File: config.mk
export PLATFORM = sky130hd
export DESIGN_NAME = http_request_header_parser_unit
export DESIGN_NICKNAME = d
export VERILOG_FILES = /design/src/design/hrhp_pkg.sv /design/src/design/http_request_header_parser_unit.sv /design/src/design/hrhp_res_queue.sv
export SDC_FILE = /design/constraint.sdc
export NUM_CORES = 1
export LEC_CHECK = 0
export BUFFER_PORTS_ARGS = -buffer_cell sky130_fd_sc_hd__buf_2
export CORE_UTILIZATION = 37
export DETAILED_ROUTE_END_ITERATION = 8
export SETUP_SLACK_MARGIN = 0.4
export SYNTH_ARGS = -nofsm -noshare
export SYNTH_HDL_FRONTEND = slang
export SYNTH_SLANG_ARGS = --single-unit
export TNS_END_PERCENT = 100
File: constraint.sdc
create_clock -name clk -period 10.2 [get_ports clk]
set_clock_uncertainty 0.05 [all_clocks]
set_input_delay 2.04 -clock clk [delete_from_list [all_inputs] [get_ports clk]]
set_output_delay 2.04 -clock clk [all_outputs]
set_load 0.01 [all_outputs]
File: src/design/hrhp_pkg.sv
`timescale 1ns / 1ps
// Types and constants shared by the HTTP request header parser.
// Holds the parse phase encoding, the per-line state record and the result record.
// No dependencies.
package hrhp_pkg;

  // Parse phase of the current line
  typedef enum logic [3:0] {
    PH_METHOD,
    PH_SEP,
    PH_PATH,
    PH_QUERY,
    PH_MARK,
    PH_VERSION,
    PH_NAME,
    PH_COLON_SP,
    PH_VALUE,
    PH_BAD_METHOD,
    PH_BAD_MARK
  } phase_t;

  // Event codes carried in the result kind
  localparam logic [3:0] EV_METHOD     = 4'd0;
  localparam logic [3:0] EV_PATH       = 4'd1;
  localparam logic [3:0] EV_QUERY      = 4'd2;
  localparam logic [3:0] EV_VERSION    = 4'd3;
  localparam logic [3:0] EV_REQ_END    = 4'd4;
  localparam logic [3:0] EV_NAME       = 4'd5;
  localparam logic [3:0] EV_VALUE      = 4'd6;
  localparam logic [3:0] EV_HDR_END    = 4'd7;
  localparam logic [3:0] EV_SUCCESS    = 4'd8;
  localparam logic [3:0] EV_ERROR      = 4'd9;

  // Error codes carried in the value of an error event
  localparam logic [7:0] ERR_NO_LINE_END = 8'd0;
  localparam logic [7:0] ERR_NUL         = 8'd1;
  localparam logic [7:0] ERR_NO_METHOD   = 8'd2;
  localparam logic [7:0] ERR_NO_SPACE    = 8'd3;
  localparam logic [7:0] ERR_NO_MARKER   = 8'd4;
  localparam logic [7:0] ERR_NO_COLON    = 8'd5;

  // Special characters
  localparam logic [7:0] CH_LF    = 8'h0A;
  localparam logic [7:0] CH_CR    = 8'h0D;
  localparam logic [7:0] CH_COLON = 8'h3A;
  localparam logic [7:0] CH_QMARK = 8'h3F;
  localparam logic [7:0] CH_SPACE = 8'h20;
  localparam logic [7:0] CH_NUL   = 8'h00;

  localparam int unsigned METHOD_COUNT = 6;
  localparam int unsigned MARKER_LEN   = 5;

  // Method spellings: GET, HEAD, POST, PUT, OPTIONS, DELETE (zero padded)
  localparam logic [7:0] METHOD_TEXT [METHOD_COUNT][8] = '{
    '{8'h47, 8'h45, 8'h54, 8'h00, 8'h00, 8'h00, 8'h00, 8'h00},
    '{8'h48, 8'h45, 8'h41, 8'h44, 8'h00, 8'h00, 8'h00, 8'h00},
    '{8'h50, 8'h4F, 8'h53, 8'h54, 8'h00, 8'h00, 8'h00, 8'h00},
    '{8'h50, 8'h55, 8'h54, 8'h00, 8'h00, 8'h00, 8'h00, 8'h00},
    '{8'h4F, 8'h50, 8'h54, 8'h49, 8'h4F, 8'h4E, 8'h53, 8'h00},
    '{8'h44, 8'h45, 8'h4C, 8'h45, 8'h54, 8'h45, 8'h00, 8'h00}
  };
  localparam logic [3:0] METHOD_LEN [METHOD_COUNT] = '{
    4'd3, 4'd4, 4'd4, 4'd3, 4'd7, 4'd6
  };

  // Version marker "HTTP/" (zero padded)
  localparam logic [7:0] MARKER_TEXT [8] = '{
    8'h48, 8'h54, 8'h54, 8'h50, 8'h2F, 8'h00, 8'h00, 8'h00
  };

  // Per-line parse state
  typedef struct packed {
    phase_t      phase;
    logic [2:0]  mpos;
    logic [5:0]  cands;
    logic        held;
    logic [1:0]  len;
    logic        nul;
  } line_t;

  // One result transaction
  typedef struct packed {
    logic [3:0] event_res;
    logic [7:0] value;
    logic       last_of_run;
  } res_t;

  localparam int unsigned MAX_RESULTS = 3;

endpackage

File: src/design/http_request_header_parser_unit.sv
`timescale 1ns / 1ps
// HTTP request header parser: request line and header line tokeniser.
// Top level; depends on hrhp_pkg and hrhp_res_queue.
//
// Usage:
//   Raw request bytes enter on the slave stream (s_tdata, s_tlast marks the
//   final byte of a message). Each byte causes zero to three result
//   transactions on the master stream: m_tuser is the event kind, m_tdata
//   the byte, method code or error code, m_tlast marks the last result of
//   that input byte.
//   A byte is taken into an input register, parsed there combinationally and
//   its results are written to a four-entry result queue. m_tvalid rises once
//   the results have passed the input register and been written into the
//   queue, where the first result transaction waits for m_tready.
//   Throughput: one byte per cycle while each byte yields at most one result
//   and m_tready stays high; a byte with more results holds the master port
//   once per result, which sets the sustained rate (one result per cycle out of the queue).
//   When the receiver stalls, the queue fills and s_tready drops once fewer
//   than three entries are free; nothing is lost or repeated.
//   Reset (rst, synchronous) empties the queue and the input register and
//   returns the parser to the method phase; the same parse state is restored
//   after every byte that carries s_tlast.
//   VERSION_BYTES_MAX bounds the version bytes streamed per request line.
module http_request_header_parser_unit #(
  parameter int unsigned VERSION_BYTES_MAX = 7
) (
  input  logic       clk,
  input  logic       rst,
  input  logic       s_tvalid,
  output logic       s_tready,
  input  logic [7:0] s_tdata,   // [7:0] data_byte
  input  logic       s_tlast,   // message_end
  output logic       m_tvalid,
  input  logic       m_tready,
  output logic [7:0] m_tdata,   // [7:0] value
  output logic [3:0] m_tuser,   // [3:0] event_res
  output logic       m_tlast    // last_of_run
);

  localparam int unsigned VW = $clog2(VERSION_BYTES_MAX + 1);

  // Input register
  logic       in_valid;
  logic [7:0] in_byte;
  logic       in_last;
  logic       consume;
  logic       room;

  // Parse state
  hrhp_pkg::line_t line;
  hrhp_pkg::line_t line_next;
  logic [VW-1:0]   vcount;
  logic [VW-1:0]   vcount_next;
  logic            finished;
  logic            finished_next;

  // Results of the current byte
  hrhp_pkg::res_t  push_data [hrhp_pkg::MAX_RESULTS];
  logic [1:0]      push_n;
  hrhp_pkg::res_t  out_data;

  localparam hrhp_pkg::line_t LINE_RESET = '{
    phase: hrhp_pkg::PH_METHOD,
    mpos:  3'd0,
    cands: 6'h3F,
    held:  1'b0,
    len:   2'd0,
    nul:   1'b0
  };

  assign consume  = in_valid && room;
  assign s_tready = !in_valid || consume;

  // Load the input register
  always_ff @(posedge clk) begin
    if (rst) begin
      in_valid <= 1'b0;
    end else if (s_tvalid && s_tready) begin
      in_valid <= 1'b1;
    end else if (consume) begin
      in_valid <= 1'b0;
    end
  end

  always_ff @(posedge clk) begin
    if (s_tvalid && s_tready) begin
      in_byte <= s_tdata;
      in_last <= s_tlast;
    end
  end

  // Parse one content byte of a line
  function automatic void feed(
    input  hrhp_pkg::line_t si,
    input  logic [VW-1:0]   vi,
    input  logic [7:0]      b,
    output hrhp_pkg::line_t so,
    output logic [VW-1:0]   vo,
    output logic            ev_v,
    output hrhp_pkg::res_t  ev
  );
    logic [5:0] keep;
    logic       found;
    logic [2:0] mcode;
    so    = si;
    vo    = vi;
    ev_v  = 1'b0;
    ev    = '0;
    keep  = '0;
    found = 1'b0;
    mcode = '0;
    if (si.nul) begin
      // drop the rest of a line after a NUL
    end else if (b == hrhp_pkg::CH_NUL) begin
      so.nul = 1'b1;
    end else begin
      case (si.phase)
        hrhp_pkg::PH_METHOD: begin
          for (int i = 0; i < hrhp_pkg::METHOD_COUNT; i++) begin
            if (si.cands[i] && ({1'b0, si.mpos} < hrhp_pkg::METHOD_LEN[i]) &&
                (hrhp_pkg::METHOD_TEXT[i][si.mpos] == b)) begin
              keep[i] = 1'b1;
            end
          end
          so.cands = keep;
          // lowest completed method wins
          for (int i = hrhp_pkg::METHOD_COUNT - 1; i >= 0; i--) begin
            if (keep[i] && (({1'b0, si.mpos} + 4'd1) == hrhp_pkg::METHOD_LEN[i])) begin
              found = 1'b1;
              mcode = 3'(i);
            end
          end
          if (keep == '0) begin
            so.phase = hrhp_pkg::PH_BAD_METHOD;
          end else if (found) begin
            so.phase = hrhp_pkg::PH_SEP;
            so.mpos  = 3'd0;
            ev_v     = 1'b1;
            ev       = '{hrhp_pkg::EV_METHOD, {5'd0, mcode}, 1'b0};
          end else begin
            so.mpos = si.mpos + 3'd1;
          end
        end
        hrhp_pkg::PH_SEP: begin
          so.phase = hrhp_pkg::PH_PATH;
        end
        hrhp_pkg::PH_PATH: begin
          if (b == hrhp_pkg::CH_SPACE) begin
            so.phase = hrhp_pkg::PH_MARK;
            so.mpos  = 3'd0;
          end else if (b == hrhp_pkg::CH_QMARK) begin
            so.phase = hrhp_pkg::PH_QUERY;
          end else begin
            ev_v = 1'b1;
            ev   = '{hrhp_pkg::EV_PATH, b, 1'b0};
          end
        end
        hrhp_pkg::PH_QUERY: begin
          if (b == hrhp_pkg::CH_SPACE) begin
            so.phase = hrhp_pkg::PH_MARK;
            so.mpos  = 3'd0;
          end else begin
            ev_v = 1'b1;
            ev   = '{hrhp_pkg::EV_QUERY, b, 1'b0};
          end
        end
        hrhp_pkg::PH_MARK: begin
          if ((si.mpos < 3'(hrhp_pkg::MARKER_LEN)) &&
              (hrhp_pkg::MARKER_TEXT[si.mpos] == b)) begin
            if (si.mpos == 3'(hrhp_pkg::MARKER_LEN - 1)) begin
              so.phase = hrhp_pkg::PH_VERSION;
              so.mpos  = 3'd0;
              vo       = '0;
            end else begin
              so.mpos = si.mpos + 3'd1;
            end
          end else begin
            so.phase = hrhp_pkg::PH_BAD_MARK;
          end
        end
        hrhp_pkg::PH_VERSION: begin
          if (vi < VW'(VERSION_BYTES_MAX)) begin
            vo   = vi + VW'(1);
            ev_v = 1'b1;
            ev   = '{hrhp_pkg::EV_VERSION, b, 1'b0};
          end
        end
        hrhp_pkg::PH_NAME: begin
          if (b == hrhp_pkg::CH_COLON) begin
            so.phase = hrhp_pkg::PH_COLON_SP;
          end else begin
            ev_v = 1'b1;
            ev   = '{hrhp_pkg::EV_NAME, b, 1'b0};
          end
        end
        hrhp_pkg::PH_COLON_SP: begin
          so.phase = hrhp_pkg::PH_VALUE;
          if (b != hrhp_pkg::CH_SPACE) begin
            ev_v = 1'b1;
            ev   = '{hrhp_pkg::EV_VALUE, b, 1'b0};
          end
        end
        hrhp_pkg::PH_VALUE: begin
          ev_v = 1'b1;
          ev   = '{hrhp_pkg::EV_VALUE, b, 1'b0};
        end
        default: begin
        end
      endcase
    end
  endfunction

  // Next state and results of the registered byte
  always_comb begin
    hrhp_pkg::line_t ls;
    hrhp_pkg::line_t la;
    hrhp_pkg::line_t lb;
    logic [VW-1:0]   vc;
    logic [VW-1:0]   va;
    logic [VW-1:0]   vb;
    logic            fin;
    logic [2:0]      rv;
    hrhp_pkg::res_t  r [hrhp_pkg::MAX_RESULTS];
    logic [1:0]      idx;

    ls   = line;
    vc   = vcount;
    fin  = finished;
    rv   = '0;
    r[0] = '0;
    r[1] = '0;
    r[2] = '0;
    la   = line;
    lb   = line;
    va   = vcount;
    vb   = vcount;
    idx  = '0;
    for (int k = 0; k < hrhp_pkg::MAX_RESULTS; k++) begin
      push_data[k] = '0;
    end

    if (!fin) begin
      if (in_byte == hrhp_pkg::CH_LF) begin
        // close the line
        rv[0] = 1'b1;
        if (ls.len < 2'd2) begin
          fin  = 1'b1;
          r[0] = '{hrhp_pkg::EV_SUCCESS, 8'd0, 1'b0};
        end else if (ls.nul) begin
          fin  = 1'b1;
          r[0] = '{hrhp_pkg::EV_ERROR, hrhp_pkg::ERR_NUL, 1'b0};
        end else begin
          case (ls.phase)
            hrhp_pkg::PH_METHOD, hrhp_pkg::PH_BAD_METHOD: begin
              fin  = 1'b1;
              r[0] = '{hrhp_pkg::EV_ERROR, hrhp_pkg::ERR_NO_METHOD, 1'b0};
            end
            hrhp_pkg::PH_SEP, hrhp_pkg::PH_PATH, hrhp_pkg::PH_QUERY: begin
              fin  = 1'b1;
              r[0] = '{hrhp_pkg::EV_ERROR, hrhp_pkg::ERR_NO_SPACE, 1'b0};
            end
            hrhp_pkg::PH_MARK, hrhp_pkg::PH_BAD_MARK: begin
              fin  = 1'b1;
              r[0] = '{hrhp_pkg::EV_ERROR, hrhp_pkg::ERR_NO_MARKER, 1'b0};
            end
            hrhp_pkg::PH_VERSION: begin
              ls.phase = hrhp_pkg::PH_NAME;
              r[0]     = '{hrhp_pkg::EV_REQ_END, 8'd0, 1'b0};
            end
            hrhp_pkg::PH_COLON_SP, hrhp_pkg::PH_VALUE: begin
              ls.phase = hrhp_pkg::PH_NAME;
              r[0]     = '{hrhp_pkg::EV_HDR_END, 8'd0, 1'b0};
            end
            default: begin
              fin  = 1'b1;
              r[0] = '{hrhp_pkg::EV_ERROR, hrhp_pkg::ERR_NO_COLON, 1'b0};
            end
          endcase
        end
        ls.len  = 2'd0;
        ls.nul  = 1'b0;
        ls.mpos = 3'd0;
        ls.held = 1'b0;
        vc      = '0;
      end else begin
        if (ls.len < 2'd2) begin
          ls.len = ls.len + 2'd1;
        end
        // release a held CR as content
        if (ls.held) begin
          ls.held = 1'b0;
          feed(ls, vc, hrhp_pkg::CH_CR, la, va, rv[0], r[0]);
          ls = la;
          vc = va;
        end
        if ((in_byte == hrhp_pkg::CH_CR) && !in_last) begin
          ls.held = 1'b1;
        end else begin
          feed(ls, vc, in_byte, lb, vb, rv[1], r[1]);
          ls = lb;
          vc = vb;
        end
      end
      if (in_last && !fin) begin
        fin   = 1'b1;
        rv[2] = 1'b1;
        r[2]  = '{hrhp_pkg::EV_ERROR, hrhp_pkg::ERR_NO_LINE_END, 1'b0};
      end
    end

    // pack results in order and mark the last one
    for (int k = 0; k < hrhp_pkg::MAX_RESULTS; k++) begin
      if (rv[k]) begin
        push_data[idx] = r[k];
        idx            = idx + 2'd1;
      end
    end
    if (idx != 2'd0) begin
      push_data[idx - 2'd1].last_of_run = 1'b1;
    end
    push_n = consume ? idx : 2'd0;

    if (in_last) begin
      ls  = LINE_RESET;
      vc  = '0;
      fin = 1'b0;
    end
    line_next     = ls;
    vcount_next   = vc;
    finished_next = fin;
  end

  // Advance parse state on each consumed byte
  always_ff @(posedge clk) begin
    if (rst) begin
      line     <= LINE_RESET;
      vcount   <= '0;
      finished <= 1'b0;
    end else if (consume) begin
      line     <= line_next;
      vcount   <= vcount_next;
      finished <= finished_next;
    end
  end

  hrhp_res_queue u_queue (
    .clk       (clk),
    .rst       (rst),
    .push_n    (push_n),
    .push_data (push_data),
    .room      (room),
    .out_valid (m_tvalid),
    .out_ready (m_tready),
    .out_data  (out_data)
  );

  assign m_tdata = out_data.value;
  assign m_tuser = out_data.event_res;
  assign m_tlast = out_data.last_of_run;

  // A message end always restores the method phase
  assert property (@(posedge clk) disable iff (rst)
    (consume && in_last) |=> (line.phase == hrhp_pkg::PH_METHOD) && !finished)
    else $error("parser state not restored after message end");

  // Once finished, a byte yields no result
  assert property (@(posedge clk) disable iff (rst)
    (consume && finished) |-> (push_n == 2'd0))
    else $error("result produced after success or error");

  // A message end on a live parse always reports an outcome
  assert property (@(posedge clk) disable iff (rst)
    (consume && !finished && in_last) |-> (push_n != 2'd0))
    else $error("message ended without an outcome");

endmodule

File: src/design/hrhp_res_queue.sv
`timescale 1ns / 1ps
// Result queue of the HTTP request header parser: four entries, up to three
// written per cycle, one read per cycle on a stream master while out_ready is high.
// Depends on hrhp_pkg.
module hrhp_res_queue (
  input  logic            clk,
  input  logic            rst,
  input  logic [1:0]      push_n,
  input  hrhp_pkg::res_t  push_data [hrhp_pkg::MAX_RESULTS],
  output logic            room,
  output logic            out_valid,
  input  logic            out_ready,
  output hrhp_pkg::res_t  out_data
);

  hrhp_pkg::res_t entries [4];
  logic [1:0] wr_ptr;
  logic [1:0] rd_ptr;
  logic [2:0] count;
  logic [2:0] count_next;
  logic       pop;

  assign pop       = out_valid && out_ready;
  assign out_valid = (count != 3'd0);
  assign out_data  = entries[rd_ptr];
  // Room for a full run of results without counting this cycle's pop
  assign room      = (count <= 3'd1);

  assign count_next = count + {1'b0, push_n} - {2'b00, pop};

  // Hold control pointers and fill count
  always_ff @(posedge clk) begin
    if (rst) begin
      wr_ptr <= '0;
      rd_ptr <= '0;
      count  <= '0;
    end else begin
      wr_ptr <= wr_ptr + push_n;
      rd_ptr <= rd_ptr + {1'b0, pop};
      count  <= count_next;
    end
  end

  // Write the pushed results in order
  always_ff @(posedge clk) begin
    for (int k = 0; k < hrhp_pkg::MAX_RESULTS; k++) begin
      if (2'(k) < push_n) begin
        entries[wr_ptr + 2'(k)] <= push_data[k];
      end
    end
  end

endmodule
# Word-level counts from Yosys, hierarchy flattened

Memories as Yosys holds them, arrays and structs flattened. A register that Yosys moved wholly into a read port is not among the register bits.
Cells that the tools add are included.

Register bits: 38
RAM bits: 52
Memory bits (read-only): 896
Input bits: 13
Output and inout bits: 15
Memories: 15

$add $sub $neg: 16
Magnitude comparators: 25
Eq/ne operators: 53
Muxes and demuxes: 287
Bitwise logic cells: 5
Reductions and logical operators: 67

Memories:

| name             | depth | bits a word | read ports | clocked after memory_dff | wr ports | RTL line                               | RTL |
|---|---|---|---|---|---|---|---|
| (name not given) | 8     | 8           | 1          | 0                        | 0        | http_request_header_parser_unit.sv:169 | `(hrhp_pkg::MARKER_TEXT[si.mpos] == b)) begin` |
| (name not given) | 8     | 8           | 1          | 0                        | 0        | http_request_header_parser_unit.sv:121 | `(hrhp_pkg::METHOD_TEXT[i][si.mpos] == b)) begin` |
| (name not given) | 8     | 8           | 1          | 0                        | 0        | http_request_header_parser_unit.sv:121 |  |
| (name not given) | 8     | 8           | 1          | 0                        | 0        | http_request_header_parser_unit.sv:121 |  |
| (name not given) | 8     | 8           | 1          | 0                        | 0        | http_request_header_parser_unit.sv:121 |  |
| (name not given) | 8     | 8           | 1          | 0                        | 0        | http_request_header_parser_unit.sv:121 |  |
| 9 more memories  | -     | -           | -          | -                        | -        | -                                      |  |

Operators with widths:

| kind                                                             | count |
|---|---|
| 8-bit two-way mux                                                | 28 |
| 13-bit two-way mux                                               | 16 |
| 39-bit two-way mux                                               | 4 |
| 1-bit two-way mux                                                | 142 |
| 39-bit bitwise mux                                               | 3 |
| 3-bit two-way mux                                                | 38 |
| 13-bit one-hot mux with 7 select lines                           | 1 |
| 17-bit two-way mux                                               | 5 |
| 13-bit demux with 2-bit select                                   | 3 |
| 4-bit two-way mux                                                | 19 |
| 8-bit by 4-bit == test with 1-bit output (second input constant) | 9 |
| 12-bit one-hot mux with 6 select lines                           | 1 |
| 13-bit one-hot mux with 5 select lines                           | 1 |
| 4-bit by 3-bit == test with 1-bit output (second input constant) | 14 |
| 8-bit == test                                                    | 7 |
| 12-bit two-way mux                                               | 4 |
| 1-bit logical AND                                                | 46 |
| 11-bit two-way mux                                               | 3 |
| 3-bit < comparator (second input constant)                       | 10 |
| 4-bit one-hot mux with 7 select lines                            | 1 |
| 4-bit by 2-bit == test with 1-bit output (second input constant) | 6 |
| 8-bit by 6-bit == test with 1-bit output (second input constant) | 3 |
| 6-bit two-way mux                                                | 3 |
| 3-bit one-hot mux with 2 select lines                            | 3 |
| other kinds (45)                                                 | 83 |

# Longest topological paths before layout

Gate-level depths: netlist of the first run.

Word-level depth: 78
Gate-level depth with buffers: 32
Mapped depth without buffers: 29

# By module

From an unflattened synthesis of the first run, not the netlist that was laid out.

Cell total of the unflattened synthesis: 917
Area, all modules: 7,382.1 sq um

Modules (own cells, without submodules):

| module                          | times used | cells an instance | area an instance (sq um) | sequential area each (sq um) |
|---|---|---|---|---|
| http_request_header_parser_unit | 1          | 564               | 3,946.3                  | 710.7 |
| hrhp_res_queue                  | 1          | 353               | 3,435.8                  | 1,701.6 |

# Worst setup path before layout of the first run

No wires, ideal clock.

Path type: reg-to-reg
Start: reg line[10] in the netlist's numbering
End: mem u_queue.entries[1][0] in the netlist's numbering (enable)
Library setup time: 0.401 ns
Data arrival time: 6.274 ns
Required time: 9.749 ns
Path slack: 3.475 ns
Stages on the path, launching flop included: 26
Path buffers: 4
Period minus slack after synthesis: 6.725 ns
Cell sequence: dfxtp_1 > inv_1 > ha_1 > and4b_1 > buf_2 > nand2_1 > a211oi_1 > or2_2 > buf_2 > ha_1 > clkbuf_1 > xor2_1 > nor3_1 > nand4_1 > nor2b_1 > or4_1 > o211a_1 > a21oi_1 > nor2_1 > or2_2 > ha_1 > clkbuf_1 > xnor2_1 > nor2_1 > a21oi_1 > o21ai_0

RTL lines:

| what                     | RTL line                               | RTL |
|---|---|---|
| start: declaration       | http_request_header_parser_unit.sv:50  | `hrhp_pkg::line_t line;` |
| start signal: assignment | http_request_header_parser_unit.sv:340 | `line <= line_next;` |
| end: declaration         | hrhp_res_queue.sv:16                   | `hrhp_pkg::res_t entries [4];` |

==> summary.md, run 1 <==
| Metric | Value |
|---|---|
| Total Power | `1.23 mW` |
| Most frequent cells after synthesis | `nor2_1 (105), nand2_1 (75), edfxtp_1 (61)` |
| Clock sinks | `90` |
| Register area | `2410 um^2` |
| PostCTS Resize Cnt | `0` |
| Critical R2R Launch | `line[10]$_SDFFE_PP0P_` |
| I/O Pins | `28` |
| Post-synth ARST share | `0` |
| Core footprint | `18300 um^2` |
| Capturing point of the worst reg2reg path | `u_queue.entries[3][5]$_SDFFCE_PP0P_` |
| Number of synthesized flops with an enable pin | `61` |
| Worst hold stages | `1` |
| CP startpoint kind | `flop` |
| Root Buffer | `clkbuf_16` |
| Largest net degree at the start of global routing | `27` |
| Crit-path max cell delay | `0.95 ns` |
| GRT overflow | `0` |
| Cells after Synth | `827` |
| Ant. Diodes | `0` |
| Final Cycle Share | `0.783` |
| Main area contributors after synthesis | `edfxtp_1 (26%), dfxtp_1 (8.3%), nor2_1 (5.6%)` |
| Final WS setup | `2.22 ns` |
| Post-route ant nets | `0` |
| Worst setup path start | `line[10]$_SDFFE_PP0P_` |
| Crit-path cells | `inv_1, ha_1, and4b_1, nand4_1, a21o_1, nand2_1, inv_1, ha_1, xor2_1, nor3_1, nand4_1, nor2b_1, or4_1, o211a_1, a21oi_1, nor2_1, or2_2, ha_1, xnor2_1, nor2_1, a21oi_1, o21ai_1` |
| CP required | `10.12 ns` |
| CTS buffer count | `9` |
| Min Tclk post-route | `7.98 ns` |
| Multi-input gate area | `4230 um^2` |
| Worst Hold End | `line[9]$_SDFFE_PP1P_` |
| Largest fanout on the critical path | `17` |
| Distinct cell type count after synthesis | `85` |
| Post-Route WL | `21.0 mm` |
| Count leader, synth | `nor2_1` |
| Worst VDD drop | `0.0990 mV` |
| #FFs+latches synth | `90` |
| GRT Resource Usage Total | `0.219` |
| Power per cell area | `164 nW/um^2` |
| R2R cell count | `22` |
| Die height | `140 um` |
| Initial antenna violation count | `0` |
| H-tree depth | `3` |
| Drt via density | `6.17` |
| Worst path top cell family by delay | `simple AND/OR/NAND/NOR gates` |
| Worst Setup End Kind | `flop` |
| Mapped Nets | `862` |
| Starting density of the core | `0.384` |
| Cell type with the highest aggregate area in the netlist | `edfxtp_1` |
| HPWL Detailed | `15.6 mm` |
| CP Class | `reg -> reg` |
| Slew headroom | `0.189` |
| Most common cell type on the critical path | `ha_1` |
| Clock-pin slew on the worst setup and hold paths | `0.08 ns` |
| CTS Buffer Depth | `2` |
| IO Port Bufs | `27` |
| Cell Rows | `49` |
| Hold Buf Count CTS | `0` |
| Layout cells sized above 1 | `0.111` |
| Area grow syn2layout | `7.10%` |
| Post-CTS setup buffer count | `0` |
| Max Cap Violations | `0` |
| DR vias | `6467` |
| P_leak | `2.61 nW` |
| Pins Over Slew Limit | `0` |
| Yosys top cell area share | `0.261` |
| Pre-CTS WS | `2.34 ns` |
| Mapped Area | `7010 um^2` |
| Worst EP arrival | `7.90 ns` |
| Sequential area share after synthesis | `0.344` |
| Buffer and inverter count on the worst path | `2` |
| CP max-delay cell | `o21ai_1` |
| First DRT Iteration DRCs | `661` |
| Vias in the first global route | `6025` |
| Unrepaired setup endpoints after global routing | `no` |
| Post-route setup TNS | `0 ns` |
| Fillers | `1868` |
| TritonCTS clock tree | `built` |
| Die W | `140 um` |
| Hold Vio Cnt, Final | `0` |
| Setup violators final | `0` |
| WL per Instance | `20.1 um` |
| Dominant synthesized flop cell | `edfxtp_1` |
| Final Util | `0.411` |
| Min-delay src | `line[9]$_SDFFE_PP1P_` |
| Placer Congestion | `0.931` |
| Flop-to-flop setup slack | `2.22 ns` |
| NumNets Final | `849` |
| FMAX | `125 MHz` |
| Clk_lat worst skew | `0.36 ns` |
| Warnings from Yosys | `0` |
| DR pass1 iterations | `6` |
| Die area | `19500 um^2` |
| Slew @ Worst Pin | `1.21 ns` |
| Outcome | `completed` |
| First-pass GRT wire length | `33.6 mm` |
| Hold WC Path Type | `reg -> reg` |
| Remaining DRCs | `0` |
| Post-synthesis average cell area | `8.48 um^2` |
-- worst reg2reg max path, cell delays in order, from the launching register on --
cell and delay (ns):
dfxtp_1 0.52, inv_1 0.21, ha_1 0.23, and4b_1 0.36
nand4_1 0.43, a21o_1 0.34, nand2_1 0.23, inv_1 0.24
ha_1 0.44, xor2_1 0.21, nor3_1 0.19, nand4_1 0.15
nor2b_1 0.19, or4_1 0.56, o211a_1 0.19, a21oi_1 0.21
nor2_1 0.08, or2_2 0.29, ha_1 0.62, xnor2_1 0.32
nor2_1 0.43, a21oi_1 0.16, o21ai_1 0.95
-- kinds of logic (layout without fill, tap and decap cells) --
| family | Yosys count | in the layout | synth area share |
|---|---|---|---|
| flip-flops | 90 | 90 | 0.344 |
| adder cells (fa/ha/maj) | 22 | 22 | 0.0403 |
| AND/OR/NAND/NOR | 322 | 322 | 0.228 |
| multiplexers | 17 | 17 | 0.0478 |
| AO/OA/AOI/OAI | 269 | 269 | 0.260 |
| buffers and inverters | 86 | 78 | 0.0530 |
| XOR/XNOR | 21 | 21 | 0.0262 |
-- sequential cells by signal, indices dropped and copies added (netlist names), 2 cells and up --
name and count:
u_queue.entries 52, line 17, in_byte 8, u_queue.count 3
vcount 3, u_queue.rd_ptr 2, u_queue.wr_ptr 2
-- how the worst max path moves through the flow --
stage | end | slack, ns | depth (start not counted)
detailed placement | u_queue.entries[3][4]$_SDFFCE_PP0P_ | 2.34 | 22
CTS | u_queue.entries[3][12]$_DFFE_PP_ | 2.28 | 22
global placement | u_queue.entries[3][4]$_SDFFCE_PP0P_ | 2.52 | 22
floorplan | u_queue.entries[1][0]$_DFFE_PP_ | 3.47 | 25
finish | u_queue.entries[3][5]$_SDFFCE_PP0P_ | 2.22 | 22
global route | u_queue.entries[3][12]$_DFFE_PP_ | 1.55 | 21
-- where the power goes --
part	switching [mW]	internal, mW	leakage, nW	total [mW]
registers	0.0590	0.437	0.803	0.496
logic	0.232	0.162	1.66	0.394
clock network	0.167	0.173	0.143	0.340
total	0.458	0.772	2.61	1.23
-- metal layers --
metal  vias to the layer above  GRT usage  part of all wire
li1                       3082          -                 -
met1                      3086      0.308              0.46
met2                       260      0.349              0.45
met3                        39     0.0296             0.068
met4                         0     0.0596             0.021
met5                         -          0                 0
-- layout make-up --
cell class,count,share of cell area
multi-input combinational,651,0.563
inverter,30,0.0150
sequential,90,0.321
tap,229,0.0382
clock buffer,9,0.0300
timing repair buffer,32,0.0230
clock inverter,7,0.00966
-- metrics by stage --
stage,hold slack [ns],instance area (um^2),std cells
after floorplan,0.377,7010,827
after global placement,0.400,7210,1032
after detailed placement,0.409,7210,1032
after CTS,0.424,7510,1048
after global routing,0.462,7510,1048
final,0.420,7510,1048
-- layout by cell type (no fill, tap or decap), types with 6 or more instances in the layout --
master	count
o22ai_1	26
a211oi_1	12
nand2_1	75
buf_2	27
mux4_2	13
nor2b_1	9
o211ai_1	13
or2_2	7
dfxtp_1	29
or3_1	11
nand2b_1	14
and2_1	8
xor2_1	6
and3_1	10
nor2_1	105
o21ai_0	46
edfxtp_1	61
nand3_1	17
clkbuf_16	9
o31ai_1	10
nand4_1	6
nor3_1	26
o21a_1	12
a22oi_1	7
xnor2_1	15
o21ai_1	6
a32oi_1	7
nor4_1	6
a211o_1	11
a31oi_1	12
ha_1	21
a21oi_1	59
inv_1	29
No activity file was read; power rests on OpenSTA's default activity.
==> inputs of run 2 (changes only) <==
ABC_AREA = 1   (was not set)
clock period = 7.2 ns   (was 10.2 ns; I/O delays follow)
==> run 2 against run 1 <==
Net effect: register-to-register slack lost 1.2 ns; critical path depth increased by 7; hold slack better by 0.025 ns; non-clock buffer count increased by 7; combinational power is 120% higher; largest cell class unchanged.
==> summary.md, run 2 <==
| Metric | Value |
|---|---|
| Clock share of power | `0.247 (-0.030)` |
| Worst Setup End Kind | `flop` |
| Ant. Diodes | `0 (unchanged)` |
| Largest registers | `u_queue.entries (52), line (17), in_byte (8)` |
| FMAX | `161 MHz (+29%)` |
| CTS buffer count | `9 (unchanged)` |
| Crit-path max cell delay | `0.50 ns (-0.45 ns)` |
| Power per cell area | `255 nW/um^2 (+56%)` |
| Clock sinks | `90 (unchanged)` |
| P_leak | `3.56 nW (+36%)` |
| Setup violators final | `0 (unchanged)` |
| Die area | `20700 um^2 (+6.3%)` |
| Worst path top cell family by delay | `simple AND/OR/NAND/NOR gates` |
| CP Class | `reg -> reg` |
| Final Cycle Share | `0.863 (+0.0800)` |
| Pins Over Slew Limit | `0 (unchanged)` |
| I/O Pins | `28 (unchanged)` |
| Number of flip-flops in the largest register | `52 (unchanged)` |
| Placed Cells | `1400 (+36%)` |
| Slew headroom | `0.225 (+0.0361)` |
| Cell type with the highest aggregate area in the netlist | `edfxtp_1` |
| Commonest non-fill, non-tap cells in the layout | `nand2_1 (274), nor2_1 (159), inv_1 (126), nand3_1 (97), o21ai_0 (88)` |
| Vias in the first global route | `6975 (+16%)` |
| Sw Share | `0.439 (+0.0668)` |
| Largest Register | `u_queue.entries` |
| HPWL Detailed | `18.8 mm (+21%)` |
| Post-synth ARST share | `0 (unchanged)` |
| Slew @ Worst Pin | `1.16 ns (-0.0504 ns)` |
| Logic gate share of total power | `0.420 (+0.100)` |
| Hold WC Path Type | `reg -> reg` |
| CP required | `7.21 ns (-2.91 ns)` |
| Post-Route WL | `24.7 mm (+18%)` |
| Cells after Synth | `1132 (+37%)` |
| Worst EP arrival | `6.22 ns (-1.68 ns)` |
| TritonCTS clock tree | `built` |
| Hold Vio Cnt, Final | `0 (unchanged)` |
| Mapped Nets | `1167 (+35%)` |
| Switch Pwr | `0.916 mW (+100%)` |
| DR pass1 iterations | `6 (unchanged)` |
| H-tree depth | `3 (unchanged)` |
| Post-route setup TNS | `0 ns (unchanged)` |
| Min Tclk post-route | `6.21 ns (-1.77 ns)` |
| Mapped Area | `7460 um^2 (+6.4%)` |
| Int Pwr | `1.17 mW (+51%)` |
| Clock-pin slew on the worst setup and hold paths | `0.08 ns (about the same)` |
| Remaining DRCs | `0 (unchanged)` |
| Distinct cell type count after synthesis | `52 (-39%)` |
| NumNets Final | `1184 (+39%)` |
| Placer Congestion | `0.985 (+5.8%)` |
| Worst VDD drop | `0.129 mV (+30%)` |
| Cell Rows | `51 (+4.1%)` |
| Starting density of the core | `0.381 (-0.00306)` |
| Outcome | `completed` |
| IO Port Bufs | `27 (unchanged)` |
| Sequential area share after synthesis | `0.323 (-0.0206)` |
| Main area contributors after synthesis | `edfxtp_1 (25%), nand2_1 (14%), nor2_1 (8.0%)` |
| Drt via density | `5.61 (-9.0%)` |
| Die W | `144 um (+3.1%)` |
| CTS Buffer Depth | `2 (unchanged)` |
| Post-Layout Cell Count | `1419 (+35%)` |
| Area grow syn2layout | `9.66%` |
| CP startpoint kind | `flop` |
| Most frequent cells after synthesis | `nand2_1 (276), nor2_1 (159), inv_1 (126)` |
| CP max-delay cell | `nand3_1` |
| Die height | `144 um (+3.1%)` |
| Flop pwr share | `0.332 (-0.071)` |
| First-pass GRT wire length | `38.3 mm (+14%)` |
| Clk_lat worst skew | `0.37 ns (about the same)` |
| Largest fanout on the critical path | `13 (-4)` |
| Root Buffer | `clkbuf_16` |
| Buffer and inverter count on the worst path | `7 (+5)` |
| Max Cap Violations | `0 (unchanged)` |
| Core footprint | `19600 um^2 (+7.2%)` |
| First DRT Iteration DRCs | `906 (+37%)` |
| WL per Instance | `17.4 um (-13%)` |
| Commonest non-fill, non-tap cell in the layout | `nand2_1` |
| #FFs+latches synth | `90 (unchanged)` |
| Unrepaired setup endpoints after global routing | `no` |
| GRT overflow | `0 (unchanged)` |
| Number of synthesized flops with an enable pin | `61 (unchanged)` |
| Count leader, synth | `nand2_1` |
| Worst hold slack | `0.445 ns (+0.0250 ns)` |
| Initial antenna violation count | `0 (unchanged)` |
| Yosys top cell area share | `0.246 (-0.0156)` |
| Layout cells sized above 1 | `0.0867 (-0.0245)` |
| Largest net degree at the start of global routing | `29 (+7.4%)` |
| Post-synthesis average cell area | `6.59 um^2 (-22%)` |
| GRT Resource Usage Total | `0.244 (+0.0257)` |
| DR vias | `7965 (+23%)` |
| Post-route ant nets | `0 (unchanged)` |
| Dominant synthesized flop cell | `edfxtp_1` |
| Warnings from Yosys | `0 (unchanged)` |
[run 2: changes by cell type after synthesis, moves of 15 or more]
| cell | delta |
|---|---|
| o21ai_0 | +43 |
| nand3_1 | +80 |
| nand4_1 | +28 |
| nor2_1 | +54 |
| inv_1 | +97 |
| clkbuf_1 | -15 |
| nand2_1 | +201 |
[run 2: power by group through the flow]
stage / Sequential (mW) / Combinational (mW) / Clock [mW]
after floorplan: 0.655 / 0.646 / 0
after global placement: 0.702 / 0.857 / 0
after detailed placement: 0.702 / 0.851 / 0
after CTS: 0.691 / 0.855 / 0.525
after global routing: 0.700 / 0.981 / 0.540
final: 0.693 / 0.876 / 0.516
[run 2: area by class of cell]
class / count / area (um^2)
clock buffers: 9 / 225
fillers: 2073 / 11400
flip-flops and latches: 90 / 2410
inverters: 139 / 522
well taps: 265 / 332
multi-input cells: 870 / 4380
repair buffers: 39 / 225
clock inverters: 7 / 86.3
[run 2: cell families (layout without fill, tap and decap cells)]
kind of cell	Yosys count	after routing	share of synthesized area
adder cells (fa/ha/maj)	22	22	0.0379
buffers and inverters	172	194	0.0936
AO/OA/AOI/OAI	210	210	0.163
flip-flops	90	90	0.323
XOR/XNOR	6	6	0.00705
AND/OR/NAND/NOR	632	632	0.375
[run 2: worst paths after layout]
check	startpoint	end	slack [ns]	cells after the start
max	line[11]$_SDFFE_PP0P_	u_queue.entries[2][2]$_SDFFCE_PP0P_	0.99	29
min	line[4]$_SDFFE_PP1P_	line[4]$_SDFFE_PP1P_	0.45	2
max reg2reg	line[11]$_SDFFE_PP0P_	u_queue.entries[2][2]$_SDFFCE_PP0P_	0.99	29
min reg2reg	line[4]$_SDFFE_PP1P_	line[4]$_SDFFE_PP1P_	0.45	2
[run 2: worst reg2reg max path: cells and delay by family (launching register included)]
| kind | cells | cell delay [ns] |
|---|---|---|
| AND/OR/NAND/NOR | 17 | 3.18 |
| adder cells (fa/ha/maj) | 3 | 0.91 |
| buffers and inverters | 7 | 0.91 |
| flip-flops | 1 | 0.47 |
| AO/OA/AOI/OAI | 2 | 0.37 |
[run 2: what timing repair did]
item / 4_1_cts / 5_1_grt
hold buffers: 0 / 0
setup endpoints to repair: 0 / 52
resized for setup: 0 / 5
setup buffers: 0 / 3
endpoints found under the hold margin: 0 / 0
[run 2: per-stage QoR]
step | setup slack, ns | utilization | area, um^2 | power (mW)
global route | 0.407 | 0.418 | 8180 | 2.22
global placement | 1.11 | 0.399 | 7820 | 1.56
floorplan | 1.51 | - | 7460 | 1.30
CTS | 0.972 | 0.415 | 8130 | 2.07
detailed placement | 1.02 | 0.399 | 7820 | 1.55
finish | 0.989 | 0.418 | 8180 | 2.08
[run 2: routing by layer]
layer | track usage | up-vias | share of wire
li1 | - | 3868 | -
met1 | 0.344 | 3654 | 0.45
met2 | 0.377 | 407 | 0.44
met3 | 0.0354 | 36 | 0.085
met4 | 0.0890 | 0 | 0.023
met5 | 0 | - | 0
==> inputs of run 3 (changes only) <==
CORE_UTILIZATION = 40   (was 37)
PLACE_DENSITY = 0.55   (was not set)
==> run 3 against run 2 <==
Net effect: the run now ends with design-rule violations left; non-clock buffer count down 1; wire length up 3.9%; largest cell class unchanged; worst setup slack worse by 0.078 ns; hold slack worse by 0.0074 ns; largest power group unchanged; highest routed layer unchanged; sequential cell count unchanged; combinational power up 0.8%; sequential power about the same; die area down 7.4%.
==> summary.md, run 3 (same netlist as run 2, synthesis figures left out) <==
| Metric | Value |
|---|---|
| HPWL Detailed | `19.8 mm (+5.0%)` |
| Min Tclk post-route | `6.29 ns (+0.0778 ns)` |
| Vias in the first global route | `7223 (+3.6%)` |
| First-pass GRT wire length | `40.4 mm (+5.5%)` |
| Remaining DRCs | `8 (+8)` |
| Worst path top cell family by delay | `simple AND/OR/NAND/NOR gates` |
| GRT Resource Usage Total | `0.272 (+0.0280)` |
| Hold Buf Count CTS | `0 (unchanged)` |
| WL per Instance | `18.6 um (+6.6%)` |
| Failing checks | `design-rule violations` |
| Final WS setup | `0.911 ns (-0.0778 ns)` |
| Commonest non-fill, non-tap cell in the layout | `nand2_1` |
| GRT overflow | `0 (unchanged)` |
| Die area | `19200 um^2 (-7.4%)` |
| Hold Vio Cnt, Final | `0 (unchanged)` |
| Largest registers | `u_queue.entries (52), line (17), in_byte (8)` |
| Worst VDD drop | `0.115 mV (-11%)` |
| Outcome | `finished with violations` |
| Worst EP arrival | `6.29 ns (+0.07 ns)` |
| H-tree depth | `3 (unchanged)` |
| Total Power | `2.05 mW (-1.8%)` |
| CTS Buffer Depth | `2 (unchanged)` |
| First DRT Iteration DRCs | `758 (-16%)` |
| Buffer and inverter count on the worst path | `8 (+1)` |
| Post-route ant nets | `0 (unchanged)` |
| Clk_lat worst skew | `0.36 ns (about the same)` |
| Pre-CTS WS | `0.715 ns (-0.303 ns)` |
| Cell area after layout | `8120 um^2 (-0.72%)` |
| Clock sinks | `90 (unchanged)` |
| CP startpoint kind | `flop` |
| Worst Setup End Kind | `flop` |
| Core footprint | `18100 um^2 (-7.4%)` |
| Hold WC Path Type | `reg -> reg` |
| Clock-pin slew on the worst setup and hold paths | `0.07 ns (about the same)` |
| Ant. Diodes | `0 (unchanged)` |
| Cell Rows | `49 (-3.9%)` |
| Max Cap Violations | `0 (unchanged)` |
| Largest Register | `u_queue.entries` |
| Die W | `139 um (-3.8%)` |
| Fillers | `1943 (-6.3%)` |
| CP Class | `reg -> reg` |
| DR vias | `7779 (-2.3%)` |
| Drt via density | `5.63 (+0.28%)` |
| Register area | `2410 um^2 (unchanged)` |
| Layout cells sized above 1 | `0.0867 (about the same)` |
| I/O Pins | `28 (unchanged)` |
| TritonCTS clock tree | `built` |
| Commonest non-fill, non-tap cells in the layout | `nand2_1 (274), nor2_1 (159), inv_1 (126), nand3_1 (96), o21ai_0 (88)` |
| Final Cycle Share | `0.873 (+0.0108)` |
| Largest net degree at the start of global routing | `29 (unchanged)` |
| Initial antenna violation count | `0 (unchanged)` |
| Multi-input gate area | `4390 um^2 (+0.31%)` |
| FMAX | `159 MHz (-1.2%)` |
| Die height | `139 um (-3.8%)` |
| Post-route setup TNS | `0 ns (unchanged)` |
| Number of flip-flops in the largest register | `52 (unchanged)` |
| Largest fanout on the critical path | `22 (+9)` |
| Worst hold slack | `0.438 ns (-0.00736 ns)` |
| Power per cell area | `252 nW/um^2 (-1.1%)` |
| Most common cell type on the critical path | `inv_1` |
| Post-Route WL | `25.7 mm (+3.9%)` |
| CP max-delay cell | `dfxtp_1` |
| Setup violators final | `0 (unchanged)` |
| NumNets Final | `1183 (-0.084%)` |
| CP required | `7.20 ns (about the same)` |
| Area grow syn2layout | `8.87%` |
| Pins Over Slew Limit | `0 (unchanged)` |
| Crit-path max cell delay | `0.42 ns (-0.08 ns)` |
| CTS buffer count | `9 (unchanged)` |
| Starting density of the core | `0.411 (+0.0303)` |
| Root Buffer | `clkbuf_16` |
| DR pass1 iterations | `8 (+2)` |
| IO Port Bufs | `27 (unchanged)` |
| Slew @ Worst Pin | `1.23 ns (+0.0676 ns)` |
| Unrepaired setup endpoints after global routing | `yes` |
| Placer Congestion | `0.968 (-1.7%)` |
| DP Area | `7760 um^2 (-0.77%)` |
| P_leak | `3.53 nW (-0.67%)` |
| Slew headroom | `0.172 (-0.0526)` |
==> run 3: area by class of cell <==
type / count / area share
Timing Repair Buffer: 38 / 0.0284
Clock inverter: 6 / 0.00616
Multi-Input combinational cell: 870 / 0.541
Clock buffer: 10 / 0.0282
Tap cell: 229 / 0.0353
Sequential cell: 90 / 0.297
Inverter: 139 / 0.0643
==> run 3: routing by layer <==
| layer | up-vias | GRT usage | wire length [um] |
|---|---|---|---|
| met5 | - | 0 | 0 |
| met4 | 0 | 0.106 | 750 |
| met3 | 53 | 0.0356 | 1700 |
| met2 | 333 | 0.442 | 11600 |
| met1 | 3532 | 0.368 | 11600 |
| li1 | 3861 | - | - |
==> run 3: tightest hold or removal path, stage by stage (launching register included) <==
cell and delay, ns:
dfxtp_1 0.33, o21ai_0 0.08, nand2_1 0.05
==> run 3: metrics by stage <==
stage / cells / utilization
floorplan: 1132 / -
global placement: 1362 / 0.427
detailed placement: 1362 / 0.427
CTS: 1378 / 0.443
global route: 1382 / 0.447
finish: 1382 / 0.447
==> run 3: what timing repair did <==
item | in CTS | in global routing
endpoints found under the setup margin | 0 | 74
setup buffers | 0 | 4
resized for setup | 0 | 8
==> run 3: worst paths after layout <==
| check | startpoint | to | slack (ns) | cells after the start |
|---|---|---|---|---|
| hold reg to reg | line[9]$_SDFFE_PP1P_ | line[9]$_SDFFE_PP1P_ | 0.44 | 2 |
| setup reg to reg | line[10]$_SDFFE_PP0P_ | u_queue.entries[3][8]$_SDFFCE_PP0P_ | 0.91 | 32 |
| setup / recovery | line[10]$_SDFFE_PP0P_ | u_queue.entries[3][8]$_SDFFCE_PP0P_ | 0.91 | 32 |
| hold / removal | line[9]$_SDFFE_PP1P_ | line[9]$_SDFFE_PP1P_ | 0.44 | 2 |
==> run 3: where the power goes <==
part | switching [mW] | leakage [nW] | total, mW | internal (mW)
combinational | 0.616 | 2.61 | 0.883 | 0.267
sequential | 0.0726 | 0.790 | 0.693 | 0.621
clock | 0.231 | 0.130 | 0.470 | 0.238
